<file path="config.mk">
export PLATFORM = sky130hd
export DESIGN_NAME = register_rename_unit
export DESIGN_NICKNAME = d
export VERILOG_FILES = /design/src/design/rru_pkg.sv /design/src/design/register_rename_unit.sv
export SDC_FILE = /design/constraint.sdc
export NUM_CORES = 2
export LEC_CHECK = 0
export ABC_AREA = 1
export BUFFER_PORTS_ARGS = -buffer_cell sky130_fd_sc_hd__buf_4
export CAP_MARGIN = 25
export CORE_ASPECT_RATIO = 1.25
export CORE_UTILIZATION = 25
export DETAILED_ROUTE_END_ITERATION = 16
export SYNTH_ARGS = -nofsm -noshare
export SYNTH_HDL_FRONTEND = slang
export SYNTH_SLANG_ARGS = --single-unit
</file>
<file path="constraint.sdc">
create_clock -name clk -period 14.6 [get_ports clk]
set_input_delay 4.38 -clock clk [delete_from_list [all_inputs] [get_ports clk]]
set_output_delay 4.38 -clock clk [all_outputs]
set_load 0.01 [all_outputs]
</file>
<file path="src/design/rru_pkg.sv">
// ----------------------------------------------------------------------------
// rru_pkg - register rename unit shared definitions
// Sizes, request and result word layouts, operation and status codes.
// ----------------------------------------------------------------------------
`timescale 1ns / 1ps
`default_nettype none

package rru_pkg;

  // Register file sizes
  localparam int PHYS_REGS    = 64;
  localparam int LOGICAL_REGS = 32;
  localparam int FREE_RST     = PHYS_REGS - LOGICAL_REGS;

  localparam int PHYS_W = $clog2(PHYS_REGS);
  localparam int LOG_W  = $clog2(LOGICAL_REGS);
  localparam int CNT_W  = $clog2(PHYS_REGS + 1);
  localparam int RC_W   = 8;
  localparam int NEED_W = 4;
  localparam int OP_W   = 3;
  localparam int STAT_W = 2;

  localparam logic [RC_W-1:0] RC_MAX = '1;

  // Word widths on the streams
  localparam int IN_W   = 24;
  localparam int OUT_W  = 24;
  localparam int RES_W  = 2 * PHYS_W + 1 + STAT_W + CNT_W;
  localparam int PAD_W  = OUT_W - RES_W;

  typedef enum logic [OP_W-1:0] {
    OP_RENAME_SRC  = 3'd0,
    OP_RENAME_DST  = 3'd1,
    OP_READ_SRC    = 3'd2,
    OP_WRITE_DST   = 3'd3,
    OP_UNDO_DST    = 3'd4,
    OP_COMMIT_DST  = 3'd5,
    OP_READY_QUERY = 3'd6,
    OP_CAN_RENAME  = 3'd7
  } op_t;

  typedef enum logic [STAT_W-1:0] {
    ST_OK      = 2'd0,
    ST_NO_FREE = 2'd1,
    ST_RC_OVF  = 2'd2
  } status_t;

  // Request word, first field in the highest bits
  typedef struct packed {
    logic [NEED_W-1:0] need_count;
    logic [PHYS_W-1:0] old_phys_reg;
    logic [PHYS_W-1:0] phys_reg;
    logic [LOG_W-1:0]  logical_reg;
    op_t               req_type;
  } req_t;

  // Result word, first field in the highest bits
  typedef struct packed {
    logic [PAD_W-1:0]  pad;
    logic [CNT_W-1:0]  free_count_out;
    status_t           status;
    logic              flag;
    logic [PHYS_W-1:0] prev_phys;
    logic [PHYS_W-1:0] new_phys;
  } res_t;

endpackage

`default_nettype wire

</file>
<file path="src/design/register_rename_unit.sv">
// ----------------------------------------------------------------------------
// register_rename_unit - register renaming with alias table and free stack
// One operand operation per word: rename, read, write, undo, commit, query.
// ----------------------------------------------------------------------------
// The unit takes one request word per clock while its output is taken and
// gives one result word per request, in order. A request is registered on
// acceptance (together with the reader count of the register it touches and
// the alias table entry it names), executed once the output register is free
// or being taken, and its result is then registered in the output register.
// The rate is set by the free-stack update, which must finish in the execute
// cycle before the following request may pop or push. The free stack and
// the reader counts live in single-port-write memories; no clearing pass is
// needed after reset.
`timescale 1ns / 1ps
`default_nettype none

module register_rename_unit (
  input  wire logic                     clk,
  input  wire logic                     rst_n,
  input  wire logic                     in_tvalid,
  output logic                          in_tready,
  // req_type[2:0], logical_reg[7:3], phys_reg[13:8], old_phys_reg[19:14],
  // need_count[23:20]
  input  wire logic [rru_pkg::IN_W-1:0] in_tdata,
  output logic                          out_tvalid,
  input  wire logic                     out_tready,
  // new_phys[5:0], prev_phys[11:6], flag[12], status[14:13],
  // free_count_out[21:15], zero[23:22]
  output logic [rru_pkg::OUT_W-1:0]     out_tdata
);

  import rru_pkg::*;

  // Handshake
  logic in_acc;
  logic out_free;
  logic exec;

  // Request stage
  req_t              in_req;
  logic              s1_vld_r;
  req_t              s1_req_r;
  logic [PHYS_W-1:0] s1_alias_r;

  // Result register
  logic out_vld_r;
  res_t out_data_r;
  res_t res_nxt;

  // Alias table
  logic [PHYS_W-1:0] alias_r [LOGICAL_REGS];
  logic              alias_we;
  logic [LOG_W-1:0]  alias_widx;
  logic [PHYS_W-1:0] alias_wdata;
  logic [PHYS_W-1:0] alias_fwd;

  // Free stack
  logic [PHYS_W-1:0] stk_mem [PHYS_REGS];
  logic [CNT_W-1:0]  count_r, count_nxt;
  logic [CNT_W-1:0]  low_mark_r, low_mark_nxt;
  logic              stk_we;
  logic [PHYS_W-1:0] stk_waddr;
  logic [PHYS_W-1:0] stk_wdata;
  logic [PHYS_W-1:0] stk_raddr;
  logic [PHYS_W-1:0] stk_q_r;
  logic              stk_byp_r;
  logic [PHYS_W-1:0] stk_byp_data_r;
  logic              stk_old_r;
  logic [PHYS_W-1:0] stk_addr_r;
  logic [PHYS_W-1:0] top;

  // Reader counts
  logic [RC_W-1:0]      rc_mem [PHYS_REGS];
  logic [PHYS_REGS-1:0] rc_vld_r;
  logic                 rc_we;
  logic [PHYS_W-1:0]    rc_waddr;
  logic [RC_W-1:0]      rc_wdata;
  logic [PHYS_W-1:0]    rc_raddr;
  logic [RC_W-1:0]      rc_q_r;
  logic                 rc_byp_r;
  logic [RC_W-1:0]      rc_byp_data_r;
  logic                 rc_vld_rd_r;
  logic [RC_W-1:0]      rc_s1;
  logic [RC_W-1:0]      rc_dec;
  logic [RC_W-1:0]      rc_after;

  // Per-register status bits
  logic [PHYS_REGS-1:0] remap_r, remap_nxt;
  logic [PHYS_REGS-1:0] cmpl_r, cmpl_nxt;
  logic [PHYS_REGS-1:0] busy_r, busy_nxt;

  // Release check
  logic              rel_chk;
  logic              rel;
  logic [PHYS_W-1:0] tgt;
  logic              tgt_rm;
  logic              tgt_cp;

  // --------------------------------------------------------------------------
  // Handshake and stage control
  // --------------------------------------------------------------------------
  assign out_free  = !out_vld_r || out_tready;
  assign exec      = s1_vld_r && out_free;
  assign in_tready = !s1_vld_r || out_free;
  assign in_acc    = in_tvalid && in_tready;
  assign in_req    = req_t'(in_tdata);

  assign out_tvalid = out_vld_r;
  assign out_tdata  = out_data_r;

  // --------------------------------------------------------------------------
  // Operand lookup on acceptance, forwarding the write of the executing word
  // --------------------------------------------------------------------------
  always_comb begin
    if (alias_we && (alias_widx == in_req.logical_reg)) begin
      alias_fwd = alias_wdata;
    end else begin
      alias_fwd = alias_r[in_req.logical_reg];
    end
    unique case (in_req.req_type)
      OP_RENAME_SRC: rc_raddr = alias_fwd;
      OP_COMMIT_DST: rc_raddr = in_req.old_phys_reg;
      default:       rc_raddr = in_req.phys_reg;
    endcase
  end

  // Top of the free stack: forwarded push, reset contents or memory data
  always_comb begin
    if (stk_byp_r) begin
      top = stk_byp_data_r;
    end else if (stk_old_r) begin
      top = stk_addr_r;
    end else begin
      top = stk_q_r;
    end
  end

  // Reader count of the staged register; never-written entries read zero
  always_comb begin
    if (rc_byp_r) begin
      rc_s1 = rc_byp_data_r;
    end else if (rc_vld_rd_r) begin
      rc_s1 = rc_q_r;
    end else begin
      rc_s1 = '0;
    end
  end

  assign rc_dec = (rc_s1 != '0) ? rc_s1 - RC_W'(1) : '0;

  // --------------------------------------------------------------------------
  // Execute
  // --------------------------------------------------------------------------
  always_comb begin
    res_nxt     = '0;
    count_nxt   = count_r;
    remap_nxt   = remap_r;
    cmpl_nxt    = cmpl_r;
    busy_nxt    = busy_r;
    alias_we    = 1'b0;
    alias_widx  = s1_req_r.logical_reg;
    alias_wdata = top;
    rc_we       = 1'b0;
    rc_waddr    = s1_alias_r;
    rc_wdata    = '0;
    stk_we      = 1'b0;
    stk_waddr   = count_r[PHYS_W-1:0];
    rel_chk     = 1'b0;

    tgt      = (s1_req_r.req_type == OP_COMMIT_DST) ? s1_req_r.old_phys_reg
                                                     : s1_req_r.phys_reg;
    rc_after = (s1_req_r.req_type == OP_READ_SRC) ? rc_dec : rc_s1;
    tgt_rm   = remap_r[tgt] || (s1_req_r.req_type == OP_UNDO_DST)
                            || (s1_req_r.req_type == OP_COMMIT_DST);
    tgt_cp   = cmpl_r[tgt] || (s1_req_r.req_type == OP_WRITE_DST);

    if (exec) begin
      unique case (s1_req_r.req_type)
        OP_RENAME_SRC: begin
          res_nxt.new_phys = s1_alias_r;
          if (rc_s1 == RC_MAX) begin
            res_nxt.status = ST_RC_OVF;
          end else begin
            rc_we    = 1'b1;
            rc_wdata = rc_s1 + RC_W'(1);
          end
        end
        OP_RENAME_DST: begin
          if (count_r == '0) begin
            res_nxt.status = ST_NO_FREE;
          end else begin
            count_nxt         = count_r - CNT_W'(1);
            res_nxt.new_phys  = top;
            res_nxt.prev_phys = s1_alias_r;
            alias_we          = 1'b1;
            rc_we             = 1'b1;
            rc_waddr          = top;
            remap_nxt[top]    = 1'b0;
            cmpl_nxt[top]     = 1'b0;
            busy_nxt[top]     = 1'b1;
          end
        end
        OP_READ_SRC: begin
          rc_we    = 1'b1;
          rc_waddr = s1_req_r.phys_reg;
          rc_wdata = rc_dec;
          rel_chk  = 1'b1;
        end
        OP_WRITE_DST: begin
          cmpl_nxt[tgt] = 1'b1;
          rel_chk       = 1'b1;
        end
        OP_UNDO_DST: begin
          remap_nxt[tgt] = 1'b1;
          rel_chk        = 1'b1;
          alias_we       = 1'b1;
          alias_wdata    = s1_req_r.old_phys_reg;
        end
        OP_COMMIT_DST: begin
          remap_nxt[tgt] = 1'b1;
          rel_chk        = 1'b1;
        end
        OP_READY_QUERY: begin
          res_nxt.flag = cmpl_r[s1_req_r.phys_reg];
        end
        OP_CAN_RENAME: begin
          res_nxt.flag = (CNT_W'(s1_req_r.need_count) <= count_r);
        end
        default: begin
          res_nxt.flag = 1'b0;
        end
      endcase
    end

    // Push the register back once nothing holds it
    rel = rel_chk && (rc_after == '0) && tgt_rm && tgt_cp && busy_r[tgt]
          && (count_r < CNT_W'(PHYS_REGS));
    if (rel) begin
      busy_nxt[tgt] = 1'b0;
      stk_we        = 1'b1;
      count_nxt     = count_r + CNT_W'(1);
    end
    stk_wdata = tgt;

    res_nxt.free_count_out = count_nxt;
  end

  // Next top-of-stack address and lowest fill reached since reset
  assign stk_raddr    = PHYS_W'(count_nxt - CNT_W'(1));
  assign low_mark_nxt = (count_nxt < low_mark_r) ? count_nxt : low_mark_r;

  // --------------------------------------------------------------------------
  // Control registers
  // --------------------------------------------------------------------------
  always_ff @(posedge clk) begin
    if (!rst_n) begin
      s1_vld_r   <= 1'b0;
      out_vld_r  <= 1'b0;
      count_r    <= CNT_W'(FREE_RST);
      low_mark_r <= CNT_W'(FREE_RST);
      stk_byp_r  <= 1'b0;
      stk_old_r  <= 1'b1;
      stk_addr_r <= PHYS_W'(FREE_RST - 1);
      rc_vld_r   <= '0;
      cmpl_r     <= '1;
      for (int i = 0; i < PHYS_REGS; i++) begin
        remap_r[i] <= (i < FREE_RST);
        busy_r[i]  <= (i >= FREE_RST);
      end
      for (int i = 0; i < LOGICAL_REGS; i++) begin
        alias_r[i] <= PHYS_W'(PHYS_REGS - 1 - i);
      end
    end else begin
      if (in_acc) begin
        s1_vld_r <= 1'b1;
      end else if (exec) begin
        s1_vld_r <= 1'b0;
      end

      if (exec) begin
        out_vld_r <= 1'b1;
      end else if (out_tready) begin
        out_vld_r <= 1'b0;
      end

      if (exec) begin
        count_r    <= count_nxt;
        low_mark_r <= low_mark_nxt;
        stk_byp_r  <= stk_we && (stk_waddr == stk_raddr);
        stk_old_r  <= (CNT_W'(stk_raddr) < low_mark_nxt);
        stk_addr_r <= stk_raddr;
        remap_r    <= remap_nxt;
        cmpl_r     <= cmpl_nxt;
        busy_r     <= busy_nxt;
      end

      if (rc_we) begin
        rc_vld_r[rc_waddr] <= 1'b1;
      end

      if (alias_we) begin
        alias_r[alias_widx] <= alias_wdata;
      end
    end
  end

  // --------------------------------------------------------------------------
  // Payload registers and memories
  // --------------------------------------------------------------------------
  always_ff @(posedge clk) begin
    if (in_acc) begin
      s1_req_r      <= in_req;
      s1_alias_r    <= alias_fwd;
      rc_q_r        <= rc_mem[rc_raddr];
      rc_byp_r      <= rc_we && (rc_waddr == rc_raddr);
      rc_byp_data_r <= rc_wdata;
      rc_vld_rd_r   <= rc_vld_r[rc_raddr];
    end
    if (rc_we) begin
      rc_mem[rc_waddr] <= rc_wdata;
    end
    if (exec) begin
      out_data_r     <= res_nxt;
      stk_q_r        <= stk_mem[stk_raddr];
      stk_byp_data_r <= stk_wdata;
    end
    if (stk_we) begin
      stk_mem[stk_waddr] <= stk_wdata;
    end
  end

endmodule

`default_nettype wire

</file>
== Word level (Yosys, flattened, before mapping) ==
Memories as Yosys holds them, arrays and structs flattened. A register that Yosys moved wholly into a read port is not among the register bits.
Cells that the tools add are included.
Storage, ports and cells
  word-level logic and storage cells: 180
  memories kept: 3
  output and inout bits: 26
  RAM bits: 1088
  register bits after elaboration: 348
Cells by class
  reduce and logical (&&, ||, !) cells: 35
  bitwise operators: 10
  multiplexer cells: 76
  eq/ne operators: 13
  add/subtract/negate cells: 5
  $lt $le $gt $ge: 12
Memories
  rc_mem: depth 64, width 8, rd ports 1, clocked after memory_dff 1, wr ports 1, line register_rename_unit.sv:73  | logic [RC_W-1:0] rc_mem [PHYS_REGS];
  stk_mem: depth 64, width 6, rd ports 1, clocked after memory_dff 1, wr ports 1, line register_rename_unit.sv:58  | logic [PHYS_W-1:0] stk_mem [PHYS_REGS];
  alias_r: depth 32, width 6, rd ports 1, clocked after memory_dff 0, wr ports 32, line register_rename_unit.sv:51  | logic [PHYS_W-1:0] alias_r [LOGICAL_REGS];
Operator list (count)
  2-to-1 mux 64 bit: 6
  bitwise OR 64 bit: 4
  case mux 64 bit (2 select lines): 2
  bitwise AND 64 bit: 3
  inverter 64 bit: 2
  2-to-1 mux 6 bit: 10
  2-to-1 mux 8 bit: 6
  case mux 6 bit (2 select lines): 3
  less-than comparator 6 x 7 -> 1 bit (second input constant): 5
  2-to-1 mux 7 bit: 5
  binary-select mux 1 bit (select 6 bit): 5
  2-to-1 mux 1 bit: 29
  demux 1 bit (select 6 bit): 3
  >= comparator 6 x 1 -> 1 bit (second input constant): 3
  case mux 8 bit (2 select lines): 1
  equality test 3 bit (second input constant): 5
  logical AND 1 bit: 13
  equality test 6 bit: 2
  adder 8 x 1 -> 8 bit (second input constant): 1
  equality test 8 bit (second input constant): 1
  zero test 8 bit: 1
  nonzero test 2 bit: 4
  nonzero test 8 bit: 1
  subtractor 8 x 1 -> 8 bit (second input constant): 1
  other kinds (25): 35

== Logic depth before layout (Yosys ltp) ==
  word-level depth: 15
  depth in mapped cells: 41
  gate-level depth less buffers: 39

== Worst setup path after synthesis ==
No wires, ideal clock.
  kind: input to output
  from: in out_tready
  to: out in_tready
  arrival: 4.564 ns
  data required time: 10.220 ns
  stages on the path: 2
  slack: 5.656 ns
  path through: inv_1 > nand3_1
On the way
  longest elaborated chain between the ends: 2
Ends and longest elaborated chain
  from (decl): line register_rename_unit.sv:26  | input wire logic out_tready,
  logical OR 1 bit: line register_rename_unit.sv:102  | assign out_free = !out_vld_r || out_tready;
  logical OR 1 bit: line register_rename_unit.sv:104  | assign in_tready = !s1_vld_r || out_free;
  to (decl): line register_rename_unit.sv:21  | output logic in_tready,
No other way between the ends.

== Worst setup path after layout ==
  from: in out_tready
  to: reg rc_q_r[3] (read register of rc_mem) (data pin)
On the way
  longest elaborated chain between the ends: 6
  elaborated cells between the ends (all ways): 9
Ends and longest elaborated chain
  logical OR 1 bit *: line register_rename_unit.sv:102
  logical AND 1 bit *: line register_rename_unit.sv:103  | assign exec = s1_vld_r && out_free;
  via exec: line register_rename_unit.sv:37  | logic exec;
  2-to-1 mux 1 bit: line register_rename_unit.sv:177  | if (exec) begin
  logical AND 1 bit: line register_rename_unit.sv:115  | if (alias_we && (alias_widx == in_req.logical_reg)) begin
  2-to-1 mux 6 bit *: line register_rename_unit.sv:115
  via alias_fwd[1]: line register_rename_unit.sv:55  | logic [PHYS_W-1:0] alias_fwd;
  case mux 6 bit (2 select lines) *: line register_rename_unit.sv:120  | unique case (in_req.req_type)
  to (decl): line register_rename_unit.sv:79  | logic [RC_W-1:0] rc_q_r;
The timed path passes the listed nets; every way through them passes the cells marked *.
A chain may end at the register's enable or synchronous reset.

==> key figures <==
Cells and area
  • Non-Filler Instances: 10.2k
  • Layout Nets: 6635
  • Layout cells sized above 1: 8.60%
  • Synth-to-Final Area Change: 13.6%

Logic synthesis
  • Post-Syn Instances: roughly 6.7k
  • Post-synth EDFFs: 1170
  • Dominant cell type by area after synthesis: edfxtp_1
  • Top-count cell post-synth: nand2_1
  • Seq/Total Area, Yosys: ~62%
  • Post-Syn Area: 65500 um2
  • Synth top area share: 53.7%
  • Async set-or-reset flop fraction in the synthesized netlist: 0%
  • Yosys synthesis warning count: 0
  • Synth top area cells: edfxtp_1 54%, dfxtp_1 8.6%, nand2_1 7.2%, nor2_1 5.3%, nand3_1 4.6%
  • Post-synth top cells: 1252 x nand2_1, 1170 x edfxtp_1, 921 x nor2_1, 596 x nand3_1, 520 x inv_1
  • Synth unique cells: 51
  • Top_reg_cell synth: edfxtp_1
  • Syn_area_per_cell: between 9 and 10 um2
  • Number of synthesized register bits: between 1k and 1.5k

Worst setup path
  • Worst reg2reg startpoint: s1_req_r[2]$_DFFE_PP_
  • CP Class: input port to flop
  • Worst flop-to-flop path endpoint: stk_old_r$_SDFFE_PN1P_
  • Reg2reg setup slack: 6.45 ns
  • Startpoint types: input port
  • Reg2Reg Depth: 33
  • Setup crit end kind: flop
  • Worst EP required: 15.19 ns
  • Critical Path AT: 10.23 ns
  • Worst-path fanout max: 91

Clocking
  • Cts bufs inserted: 150
  • H-tree Lvls: 4
  • Clock Tree Root: clkbuf_16
  • Hold-fix buffers, CTS: 0
  • Setup bufs post-CTS: 0
  • CTS resizes: 0
  • Clk_lat worst skew: around 0.84 ns
  • CTS Sinks: around 1.5k
  • TritonCTS clock tree: yes
  • Clk slew on worst S/H paths: 0.06 ns
  • Clk buf depth: 3

Timing
  • Time the worst path needs with I/O delays and setup: 9.65 ns
  • Clock skew: around 0.053 ns
  • Final critical-path share of the clock period: 66.1%
  • Final Hold Fails: 0
  • F_max: ~0.10 GHz
  • Slew headroom: 26.4%
  • Slew Limit Fails: 0
  • Min Hold Slack: 0.464 ns
  • Unrepaired setup endpoints after global routing: false
  • Final setup violation count: 0
  • Worst-margin pin slew: 1.10 ns
  • Setup TNS: 0 ns

Detailed routing
  • Iter 0 DRT Violations: between 4k and 5k
  • WL/cell: 19.4 um
  • Pre-Repair DR Iteration Count: 6
  • Routed Antenna Nets: 0
  • Routed vias/inst: ~4.9
  • Total number of vias: 49.6k
  • Total Wirelength: around 200000 um
  • Drc violations: 0

Placed design
  • Port Buffer Count: 51
  • Dpl hpwl: roughly 120000 um
  • Placed cells: 9913
  • GP Congestion: 0.877

Power and ir drop
  • Power density over the cells: 128 nW/um2
  • Pleak: 25.6 nW
  • Sequential share of power: 47.5%
  • Tot Pwr: 9.50 mW
  • Combinational Power Share: 12.0%
  • Sw Share: roughly 27%
  • Clk pwr share: 40.5%
  • IR drop worst, VDD: about 0.00011 V
  • P_int: 6.91 mW
  • P_sw: 2.58 mW

Outcome
  • Status: complete, no violations

Job
  • Max Cap Viol: 0

Global route
  • GR Overflow Total: 0
  • First-pass GRT wire length: a little under 300000 um
  • GRT Overall Usage: approximately 15%
  • Initial antenna violation count: 15
  • Pin count of the biggest net entering global routing: 226
  • Vias in the first global route: 48.3k

Floorplanning
  • Die height: 574 um
  • Site Rows: 209
  • Die Width: 460 um
  • Initial Utilization: between 20% and 30%
  • Io pins: between 50 and 60
  • Core area: 260000 um2
  • Die area: 264000 um2

Worst hold path
  • Hold Crit Class: flop to flop
  • Hold Path Origin: rc_vld_r[11]$_SDFFE_PN0P_
  • Hold path endpoint: rc_vld_r[11]$_SDFFE_PN0P_
  • Hold Crit Depth: 2
-- logic make-up (layout without fill, tap and decap cells) --
logic type                 after synthesis  in the layout  synth area share, %
adders and majority gates               20             20                0.382
AOI/OAI and AO/OA                     1212           1212                 11.3
and+or+nand+nor                       3063           3063                 19.9
other                                    1              6              0.00573
xor gates and xnor gates                17             17                0.250
DFF                                   1450           1450                 62.2
buffers and inverters                  959            945                 5.84
-- sequential cells by signal (all words and copies together), names as in the netlist --
name	flops
alias_r	192
alias_widx	5
busy_r	64
cmpl_r	64
count_r	7
low_mark_r	7
out_tdata	22
out_tvalid	1
rc_byp_data_r	8
rc_byp_r	1
rc_mem	512
rc_q_r	8
rc_vld_r	64
rc_vld_rd_r	1
remap_r	64
s1_alias_r	6
s1_req_r	19
s1_vld_r	1
stk_addr_r	6
stk_byp_data_r	6
stk_byp_r	1
stk_mem	384
stk_old_r	1
stk_q_r	6
-- power groups by stage --
stage / Clock, mW / Combinational, mW / Sequential [mW]
floorplan: 0 / 0.716 / 4.59
global placement: 0 / 1.10 / 4.60
detailed placement: 0 / 1.12 / 4.60
CTS: 3.90 / 1.12 / 4.51
global route: 4.05 / 1.23 / 4.51
finish: 3.85 / 1.14 / 4.51
-- per-stage QoR --
| stage | instance area, um2 | utilization, % | worst slack (ns) |
|---|---|---|---|
| floorplan | 65500 | - | 5.66 |
| global placement | 69200 | 26.6 | 4.15 |
| detailed placement | 69400 | 26.7 | 4.15 |
| CTS | 74300 | 28.6 | 5.05 |
| global route | 74400 | 28.6 | 4.64 |
| finish | 74400 | 28.6 | 4.95 |
-- worst max path at each step --
stage                     startpoint                  end  slack, ns  cells after the start
after floorplan           out_tready            in_tready       5.66                      2
after global placement    out_tready  rc_q_r[5]$_DFFE_PP_       4.15                     23
after detailed placement  out_tready  rc_q_r[3]$_DFFE_PP_       4.15                     23
after CTS                 out_tready  rc_q_r[3]$_DFFE_PP_       5.05                     23
after global routing      out_tready  rc_q_r[3]$_DFFE_PP_       4.64                     23
final                     out_tready  rc_q_r[3]$_DFFE_PP_       4.95                     23
-- placed cells by master, fill, tap and decap left out, types with 63 or more instances in the layout --
cell	synthesis	layout
o21ai_0	519	518
nand3_1	596	596
o221ai_1	68	68
or2_2	154	154
nor2_1	921	917
o211ai_1	369	369
inv_1	520	515
nand3b_1	63	63
a21oi_1	145	138
nand2_1	1252	1241
edfxtp_1	1170	1170
clkbuf_16	0	150
dfxtp_1	280	280
buf_4	24	118
-- layer usage --
layer	vias up	track usage [%]	wire length (um)
met1	24100	17.6	77400
met2	2087	25.1	97300
met3	470	2.17	13100
li1	22900	-	-
met4	2	7.24	9810
met5	-	0	13
-- critical path, cell delays in order --
cell and delay (ns):
buf_4 0.08, inv_1 0.04, nand2_1 0.09, nand2_2 0.05
buf_4 0.26, inv_2 0.15, buf_4 0.52, nand3_1 0.66
nor2_1 0.37, a21oi_4 0.04, buf_4 0.31, o21ai_1 0.30
nand2_1 0.15, nand2_4 0.08, buf_4 0.67, inv_6 0.50
buf_4 0.48, o211ai_1 0.17, o211ai_1 0.13, nand3_1 0.15
nand3_1 0.21, nand3_1 0.17, nand2_1 0.07
-- cell type report --
type | instances | area, um2
clock buffer | 198 | 4060
inverter | 542 | 2060
tap | 3481 | 4360
timing repair buffer | 129 | 1110
sequential | 1450 | 40700
clock inverter | 76 | 878
antenna | 4 | 10.0
multi-input combinational | 4314 | 21200
fill | 26900 | 186000
(Power assumes the default switching activity.)
